`src/rtl/core/quoted_argument_tokenizer_unit_assert.svh`:
```
// Assertion macros for the quoted argument tokenizer.
// Uses the clk and rst_n names of the including module; empty under SYNTH.
`ifndef QUOTED_ARGUMENT_TOKENIZER_UNIT_ASSERT_SVH
`define QUOTED_ARGUMENT_TOKENIZER_UNIT_ASSERT_SVH

`ifndef SYNTH

// Checked only while the block is out of reset.
`define QATU_ASSERT(label, prop) \
    label: assert property (@(posedge clk) disable iff (!rst_n) prop) \
        else $error("tokenizer assertion failed");

// Checked on every edge, reset included.
`define QATU_ASSERT_ALWAYS(label, prop) \
    label: assert property (@(posedge clk) prop) \
        else $error("tokenizer assertion failed during reset");

`else

`define QATU_ASSERT(label, prop)
`define QATU_ASSERT_ALWAYS(label, prop)

`endif

`endif

```
`src/rtl/core/qatu_pkg.sv`:
```
// Shared types and constants of the quoted argument tokenizer.
// No dependencies; used by the channel interfaces and the top level.
package qatu_pkg;

    typedef enum logic [1:0] {
        KIND_CHAR     = 2'd0,
        KIND_WORD_END = 2'd1,
        KIND_LINE_END = 2'd2
    } kind_t;

    typedef enum logic {
        OP_CHAR = 1'b0,
        OP_EOL  = 1'b1
    } op_t;

    localparam logic [7:0] CH_DQUOTE    = 8'h22;
    localparam logic [7:0] CH_SQUOTE    = 8'h27;
    localparam logic [7:0] CH_BACKSLASH = 8'h5C;
    localparam logic [7:0] CH_SPACE     = 8'h20;
    localparam logic [7:0] CH_TAB       = 8'h09;
    localparam logic [7:0] CH_CR        = 8'h0D;

    typedef struct packed {
        kind_t      kind;
        logic [7:0] ch;
        logic       last;
    } result_t;

    // Tokenizer state carried from one byte to the next.
    typedef struct packed {
        logic in_quotes;
        logic quote_is_single;
        logic escape_pending;
        logic word_nonempty;
    } tok_state_t;

    function automatic logic is_blank(input logic [7:0] c);
        return (c == CH_SPACE) || ((c >= CH_TAB) && (c <= CH_CR));
    endfunction

    function automatic logic is_quote(input logic [7:0] c);
        return (c == CH_DQUOTE) || (c == CH_SQUOTE);
    endfunction

endpackage

```
`src/rtl/core/qatu_cmd_if.sv`:
```
// Input channel of the tokenizer: one command-line byte or an end of line per beat.
// Depends on qatu_pkg.
interface qatu_cmd_if;
    logic            valid;
    logic            ready;
    qatu_pkg::op_t   operation;
    logic [7:0]      char_in;

    modport source (output valid, output operation, output char_in, input ready);
    modport sink   (input valid, input operation, input char_in, output ready);
endinterface

```
`src/rtl/core/qatu_tok_if.sv`:
```
// Output channel of the tokenizer: one word character, word end or line end per beat.
// Depends on qatu_pkg.
interface qatu_tok_if;
    logic            valid;
    logic            ready;
    qatu_pkg::kind_t kind;
    logic [7:0]      char_out;
    logic            last;

    modport source (output valid, output kind, output char_out, output last, input ready);
    modport sink   (input valid, input kind, input char_out, input last, output ready);
endinterface

```
`src/rtl/core/quoted_argument_tokenizer_unit.sv`:
```
// Top level of the quoted argument tokenizer: shell-style word splitter.
// Depends on qatu_pkg, qatu_cmd_if, qatu_tok_if and the assertion macro header.
//
// Bytes of a command line enter on cmd, one per beat, and come out on tok as
// a stream of word characters, word ends and line ends. Whitespace outside
// quotes ends a non-empty word, a single or double quote opens a span that
// only the same quote closes and closing it always ends a word, and a
// backslash before a quote gives the quote alone while before any other byte
// it gives both bytes. An end-of-line beat flushes the pending word, emits a
// line end and clears all state. The input beat is held in a register and
// decoded, once the result buffer has room, into a two-entry result buffer
// that drives tok. Items that give at most one result go through at one per
// cycle while tok is ready; an item that gives two results (an escape or a
// flushed end of line) holds back the decode of the next input until both
// have left through the single result port. The first result is offered once
// the input beat has passed the input register and been decoded into the buffer.
`include "quoted_argument_tokenizer_unit_assert.svh"

module quoted_argument_tokenizer_unit
(
    input  logic       clk,
    input  logic       rst_n,
    qatu_cmd_if.sink   cmd,
    qatu_tok_if.source tok
);

    // Input register.
    logic                 in_vld_reg;
    qatu_pkg::op_t        in_op_reg;
    logic [7:0]           in_ch_reg;

    // Tokenizer state.
    qatu_pkg::tok_state_t st_reg;
    qatu_pkg::tok_state_t st_next;

    // Result buffer: slot0 is presented, slot1 follows it.
    logic [1:0]           pend_cnt_reg;
    logic [1:0]           pend_cnt_next;
    qatu_pkg::result_t    slot0_reg;
    qatu_pkg::result_t    slot1_reg;
    qatu_pkg::result_t    slot0_next;
    qatu_pkg::result_t    slot1_next;

    qatu_pkg::result_t    res0;
    qatu_pkg::result_t    res1;
    logic [1:0]           res_cnt;
    logic [7:0]           closer;
    logic                 out_fire;
    logic                 process;

    assign out_fire = tok.valid && tok.ready;
    // The held byte is decoded once the buffer is empty or drains this cycle.
    assign process  = in_vld_reg &&
                      ((pend_cnt_reg == 2'd0) || ((pend_cnt_reg == 2'd1) && out_fire));
    assign cmd.ready = !in_vld_reg || process;

    assign tok.valid    = (pend_cnt_reg != 2'd0);
    assign tok.kind     = slot0_reg.kind;
    assign tok.char_out = slot0_reg.ch;
    assign tok.last     = slot0_reg.last;

    assign closer = st_reg.quote_is_single ? qatu_pkg::CH_SQUOTE : qatu_pkg::CH_DQUOTE;

    // Decode of the held byte against the current state.
    always_comb
    begin
        st_next = st_reg;
        res0    = '{kind: qatu_pkg::KIND_CHAR, ch: 8'h00, last: 1'b1};
        res1    = '{kind: qatu_pkg::KIND_CHAR, ch: 8'h00, last: 1'b1};
        res_cnt = 2'd0;

        if (in_op_reg == qatu_pkg::OP_EOL)
        begin
            if (st_reg.word_nonempty)
            begin
                res0.kind = qatu_pkg::KIND_WORD_END;
                res1.kind = qatu_pkg::KIND_LINE_END;
                res_cnt   = 2'd2;
            end
            else
            begin
                res0.kind = qatu_pkg::KIND_LINE_END;
                res_cnt   = 2'd1;
            end
            st_next = '0;
        end
        else if (st_reg.escape_pending)
        begin
            st_next.escape_pending = 1'b0;
            st_next.word_nonempty  = 1'b1;
            if (!qatu_pkg::is_quote(in_ch_reg))
            begin
                res0.ch  = qatu_pkg::CH_BACKSLASH;
                res1.ch  = in_ch_reg;
                res_cnt  = 2'd2;
            end
            else
            begin
                res0.ch  = in_ch_reg;
                res_cnt  = 2'd1;
            end
        end
        else if (st_reg.in_quotes)
        begin
            if (in_ch_reg == closer)
            begin
                st_next.in_quotes     = 1'b0;
                st_next.word_nonempty = 1'b0;
                res0.kind = qatu_pkg::KIND_WORD_END;
                res_cnt   = 2'd1;
            end
            else if (in_ch_reg == qatu_pkg::CH_BACKSLASH)
            begin
                st_next.escape_pending = 1'b1;
            end
            else
            begin
                st_next.word_nonempty = 1'b1;
                res0.ch = in_ch_reg;
                res_cnt = 2'd1;
            end
        end
        else
        begin
            if (qatu_pkg::is_blank(in_ch_reg))
            begin
                if (st_reg.word_nonempty)
                begin
                    st_next.word_nonempty = 1'b0;
                    res0.kind = qatu_pkg::KIND_WORD_END;
                    res_cnt   = 2'd1;
                end
            end
            else if (qatu_pkg::is_quote(in_ch_reg))
            begin
                st_next.in_quotes       = 1'b1;
                st_next.quote_is_single = (in_ch_reg == qatu_pkg::CH_SQUOTE);
            end
            else if (in_ch_reg == qatu_pkg::CH_BACKSLASH)
            begin
                st_next.escape_pending = 1'b1;
            end
            else
            begin
                st_next.word_nonempty = 1'b1;
                res0.ch = in_ch_reg;
                res_cnt = 2'd1;
            end
        end

        res0.last = (res_cnt == 2'd1);
    end

    // Result buffer next state.
    always_comb
    begin
        pend_cnt_next = pend_cnt_reg;
        slot0_next    = slot0_reg;
        slot1_next    = slot1_reg;
        if (process)
        begin
            pend_cnt_next = res_cnt;
            slot0_next    = res0;
            slot1_next    = res1;
        end
        else if (out_fire)
        begin
            pend_cnt_next = pend_cnt_reg - 2'd1;
            slot0_next    = slot1_reg;
        end
    end

    always_ff @(posedge clk or negedge rst_n)
    begin
        if (!rst_n)
        begin
            in_vld_reg   <= 1'b0;
            st_reg       <= '0;
            pend_cnt_reg <= 2'd0;
        end
        else
        begin
            if (cmd.ready)
            begin
                in_vld_reg <= cmd.valid;
            end
            if (process)
            begin
                st_reg <= st_next;
            end
            pend_cnt_reg <= pend_cnt_next;
        end
    end

    always_ff @(posedge clk)
    begin
        if (cmd.valid && cmd.ready)
        begin
            in_op_reg <= cmd.operation;
            in_ch_reg <= cmd.char_in;
        end
        slot0_reg <= slot0_next;
        slot1_reg <= slot1_next;
    end

    // A full buffer holds the first of a pair, then the final beat of the item.
    `QATU_ASSERT(a_pair_order, (pend_cnt_reg == 2'd2) |-> (!slot0_reg.last && slot1_reg.last))
    // A beat that is not the last of its item is always followed by another.
    `QATU_ASSERT(a_pair_follows, (out_fire && !tok.last) |=> tok.valid)
    // End of line leaves the tokenizer state fully cleared.
    `QATU_ASSERT(a_eol_clears, (process && (in_op_reg == qatu_pkg::OP_EOL)) |=> (st_reg == '0))
    // The matching closer always ends a quoted span when no escape is pending.
    `QATU_ASSERT(a_quote_close, (process && (in_op_reg == qatu_pkg::OP_CHAR)
        && st_reg.in_quotes && !st_reg.escape_pending && (in_ch_reg == closer))
        |=> (!st_reg.in_quotes && tok.valid && (tok.kind == qatu_pkg::KIND_WORD_END)))
    // Once reset has been seen at an edge, nothing is offered on the result side.
    `QATU_ASSERT_ALWAYS(a_reset_quiet, !rst_n |=> !tok.valid)

endmodule
```
`src/flat_wrapper.sv`:
```
// flat-port wrapper written by rule: the top's interface ports become plain ports
module quoted_argument_tokenizer_unit_flat 
  (clk, rst_n, cmd_valid, cmd_operation, cmd_char_in, cmd_ready, tok_valid, tok_kind, tok_char_out, tok_last, tok_ready);
  qatu_cmd_if cmd_i ();
  qatu_tok_if tok_i ();
  input  logic clk;
  input  logic rst_n;
  input wire logic [$bits(cmd_i.valid)-1:0] cmd_valid;
  input wire logic [$bits(cmd_i.operation)-1:0] cmd_operation;
  input wire logic [$bits(cmd_i.char_in)-1:0] cmd_char_in;
  output wire logic [$bits(cmd_i.ready)-1:0] cmd_ready;
  output wire logic [$bits(tok_i.valid)-1:0] tok_valid;
  output wire logic [$bits(tok_i.kind)-1:0] tok_kind;
  output wire logic [$bits(tok_i.char_out)-1:0] tok_char_out;
  output wire logic [$bits(tok_i.last)-1:0] tok_last;
  input wire logic [$bits(tok_i.ready)-1:0] tok_ready;
  assign cmd_i.valid = cmd_valid;
  assign cmd_i.operation = cmd_operation;
  assign cmd_i.char_in = cmd_char_in;
  assign cmd_ready = cmd_i.ready;
  assign tok_valid = tok_i.valid;
  assign tok_kind = tok_i.kind;
  assign tok_char_out = tok_i.char_out;
  assign tok_last = tok_i.last;
  assign tok_i.ready = tok_ready;
  quoted_argument_tokenizer_unit u_core (.clk(clk), .rst_n(rst_n), .cmd(cmd_i), .tok(tok_i));
endmodule
```
`config.mk`:
```
export PLATFORM = sky130hd
export DESIGN_NAME = quoted_argument_tokenizer_unit_flat
export DESIGN_NICKNAME = d
export VERILOG_FILES = /design/src/rtl/core/qatu_pkg.sv /design/src/rtl/core/qatu_cmd_if.sv /design/src/rtl/core/qatu_tok_if.sv /design/src/rtl/core/quoted_argument_tokenizer_unit.sv /design/src/flat_wrapper.sv
export VERILOG_INCLUDE_DIRS = /design/src /design/src/rtl/core
export SDC_FILE = /design/constraint.sdc
export NUM_CORES = 1
export LEC_CHECK = 0
export BUFFER_PORTS_ARGS = -buffer_cell sky130_fd_sc_hd__buf_2
export CORE_ASPECT_RATIO = 0.9
export CORE_UTILIZATION = 47
export DETAILED_ROUTE_END_ITERATION = 6
export GPL_TIMING_DRIVEN = 0
export PLACE_DENSITY = 0.68
export REMOVE_ABC_BUFFERS = 1
export SETUP_SLACK_MARGIN = 0.05
export SYNTH_ARGS = -nofsm -noshare
export SYNTH_HDL_FRONTEND = slang
export SYNTH_SLANG_ARGS = --single-unit
```
`constraint.sdc`:
```
create_clock -name clk -period 2.7 [get_ports clk]
set_input_delay 0.135 -clock clk [delete_from_list [all_inputs] [get_ports clk]]
set_output_delay 0.135 -clock clk [all_outputs]
set_load 0.05 [all_outputs]
```
==> flow_metrics.env <==
export IMPL_worst_pin_slew_ns=0.549
export IMPL_core_um2=3700
export IMPL_critPathMaxStageDelay_ns=0.40
export IMPL_synth_edff_count=29
export IMPL_fin_crit_ns=2.38
export IMPL_cp_cell_sequence="inv_1 > ha_1 > a21oi_1 > nand2b_4 > inv_1 > a32oi_1 > o22ai_1 > or3_1"
export IMPL_swShare=0.426
export IMPL_hpwl_um=2570
export IMPL_port_buffer_count=25
export IMPL_ir_drop_uv=672
export IMPL_io_pins=26
export IMPL_largest_reg_flops=9
export IMPL_synthFlopType="edfxtp_1"
export IMPL_drive_gt1_frac=0.238
export IMPL_fin_tns_setup_ns=0
export IMPL_drc=0
export IMPL_hold_viol=0
export IMPL_power_total_mw=2.58
export IMPL_drtPass1Iterations=4
export IMPL_max_slew_margin_rel=0.631
export IMPL_combPwrFrac=0.421
export IMPL_yosys_register_bits=36
export IMPL_syn_area_um2=1810
export IMPL_cp_buffers_inverters=2
export IMPL_synthArstFlopShare=0.194
export IMPL_clkTransAtPathRegs_ns=0.07
export IMPL_fp_dieH_um=60.9
export IMPL_status="complete, no violations"
export IMPL_antenna_cells=0
export IMPL_cpMostUsedCell="inv_1"
export IMPL_viasPerCell=5.75
export IMPL_p_sw_mw=1.10
export IMPL_stdcell_area_um2=2090
export IMPL_cp_num_cells=8
export IMPL_grt_max_degree=26
export IMPL_r2r_cells=8
export IMPL_crit_fanout=25
export IMPL_required_ns=2.86
export IMPL_skew_ns=0.0119
export IMPL_slew_violations=0
export IMPL_rsz0062_at_grt="no"
export IMPL_vias=1329
export IMPL_start_kind="flip-flop"
export IMPL_yosysUniqueCellTypes=49
export IMPL_setup_ws_ns=0.325
export IMPL_path_class="flip-flop to flip-flop"
export IMPL_post_place_ws_ns=-0.326
export IMPL_slowest_stage="dfrtp_1"
export IMPL_cts_root_buf="clkbuf_8"
export IMPL_seqPwrFrac=0.403
export IMPL_wirelength_um=3580
export IMPL_whs_path_depth=1
export IMPL_avgSynthCellArea_um2=11.5
export IMPL_whs_ns=0.0247
export IMPL_avgRoutedWirePerCell_um=15.5
export IMPL_clk_latency_ns=0.29
export IMPL_grt_pass1_wl_um=5890
export IMPL_ant_nets=0
export IMPL_antenna_found_initial=0
export IMPL_cts_num_sinks=36
export IMPL_overflow=0
export IMPL_cts_max_level=2
export IMPL_core_rowCount=21
export IMPL_initial_core_util=0.490
export IMPL_finalSetupViolCount=0
export IMPL_grt_pass1_vias=1206
export IMPL_yosysWarnings=0
export IMPL_nets=199
export IMPL_hold_class="input port to flip-flop"
export IMPL_die_area_um2=4110
export IMPL_maxCapViolations=0
export IMPL_fin_crit_sh=0.880
export IMPL_worst_ep_arrival_time_ns=2.54
export IMPL_syn2layout_area_growth_pct=15.0
export IMPL_cts_buffers=5
export IMPL_grt_usage=0.202
export IMPL_fmax_mhz=421
export IMPL_cts_tree="yes"
export IMPL_crit_family="simple AND/OR/NAND/NOR gates"
export IMPL_fp_dieW_um=67.5
export IMPL_intPower_mw=1.48
export IMPL_synth_seq_area_share=0.577
export IMPL_cts_buffer_depth=2
export IMPL_place_area_um2=1960
export IMPL_drt_iter0_markers=75
export IMPL_synthCells=158
export IMPL_cellLeakagePower_nw=0.839
export IMPL_gp_congestion=0.849
export IMPL_clkPwrFrac=0.176
export IMPL_power_density_nw_per_um2=1240
export IMPL_cp_end_kind="flip-flop"
[Yosys cell counts (2+ instances only)]
cell | count | area (µm²)
and2_1 | 7 | 43.8
and3b_2 | 2 | 20.0
nor2_1 | 12 | 45.0
dfrtp_1 | 7 | 175
nor4b_1 | 2 | 17.5
a221o_2 | 3 | 33.8
a21oi_1 | 5 | 25.0
nor3_1 | 6 | 30.0
nand3_1 | 3 | 15.0
clkbuf_1 | 5 | 18.8
nand4_1 | 2 | 12.5
edfxtp_1 | 29 | 871
o2111ai_1 | 2 | 17.5
o21ai_0 | 6 | 30.0
a211oi_1 | 2 | 15.0
nand2_1 | 16 | 60.1
a22o_1 | 3 | 26.3
nand2b_1 | 5 | 31.3
o22ai_1 | 2 | 12.5
ha_1 | 2 | 25.0
inv_1 | 9 | 33.8
[final timing paths]
| kind | endpoint | from | slack, ns |
|---|---|---|---|
| max reg2reg | u_core.st_reg[0] | u_core.pend_cnt_reg[0] | 0.32 |
| max | u_core.st_reg[0] | u_core.pend_cnt_reg[0] | 0.32 |
| min in group asynchronous | u_core.pend_cnt_reg[0] | rst_n | 0.23 |
| min reg2reg | u_core.tok.char_out[5] | u_core.slot1_reg[6] | 0.53 |
| min | u_core.in_ch_reg[0] | cmd_char_in[0] | 0.02 |
| max in group asynchronous | u_core.st_reg[1] | rst_n | 2.31 |
[logic make-up after synthesis]
kind of cell    Yosys count  synth area share
xor+xnor                  1           0.00483
compound gates           37             0.163
fa+ha+maj                 2            0.0138
flops                    36             0.577
buf+inv                  16            0.0379
simple gates             66             0.204
[per-stage QoR]
| stage | std cells | util |
|---|---|---|
| after floorplan | 151 | - |
| after global placement | 222 | 0.530 |
| after detailed placement | 222 | 0.530 |
| after CTS | 231 | 0.562 |
| after global routing | 231 | 0.563 |
| final | 231 | 0.563 |
[layout make-up]
| class | instances | area (µm²) |
|---|---|---|
| fillers | 320 | 1620 |
| well taps | 46 | 57.6 |
| clock inverters | 3 | 37.5 |
| clock buffers | 5 | 68.8 |
| flip-flops and latches | 36 | 1050 |
| multi-input cells | 106 | 707 |
| repair buffers | 26 | 135 |
| inverters | 9 | 33.8 |
[cell usage in the layout (no fill, tap or decap), drive strengths merged, types with 2 or more instances in the layout]
cell	count
a211oi	2
a21oi	5
a221o	4
a22o	3
and2	7
and3b	2
buf	25
clkbuf	5
clkinv	2
dfrtp	7
edfxtp	29
ha	2
inv	9
nand2	16
nand2b	5
nand3	3
nand4	2
nor2	12
nor3	6
nor4b	3
o2111ai	2
o211ai	2
o21ai	6
o22ai	2
[power by group through the flow]
stage	registers, mW	clock network (mW)	logic, mW
floorplan	1.31	0	0.549
detailed placement	1.05	0	1.08
finish	1.04	0.452	1.09
CTS	1.04	0.462	1.09
global route	1.07	0.487	1.19
global placement	1.04	0	1.05
[layer usage]
metal  GRT usage  vias up  share of wire
met1       0.258      627           0.46
met3      0.0508        5          0.061
met2       0.325       42           0.46
met5           0        -              0
li1            -      655              -
met4      0.0821        0          0.014
[timing repair]
action                                  4_1_cts  5_1_grt
hold buffers                                  1        0
hold endpoints to repair                      7        0
endpoints found under the setup margin        2        2
setup buffers                                 0        0
gates resized for setup                       1        1
(Power assumes the default switching activity.)
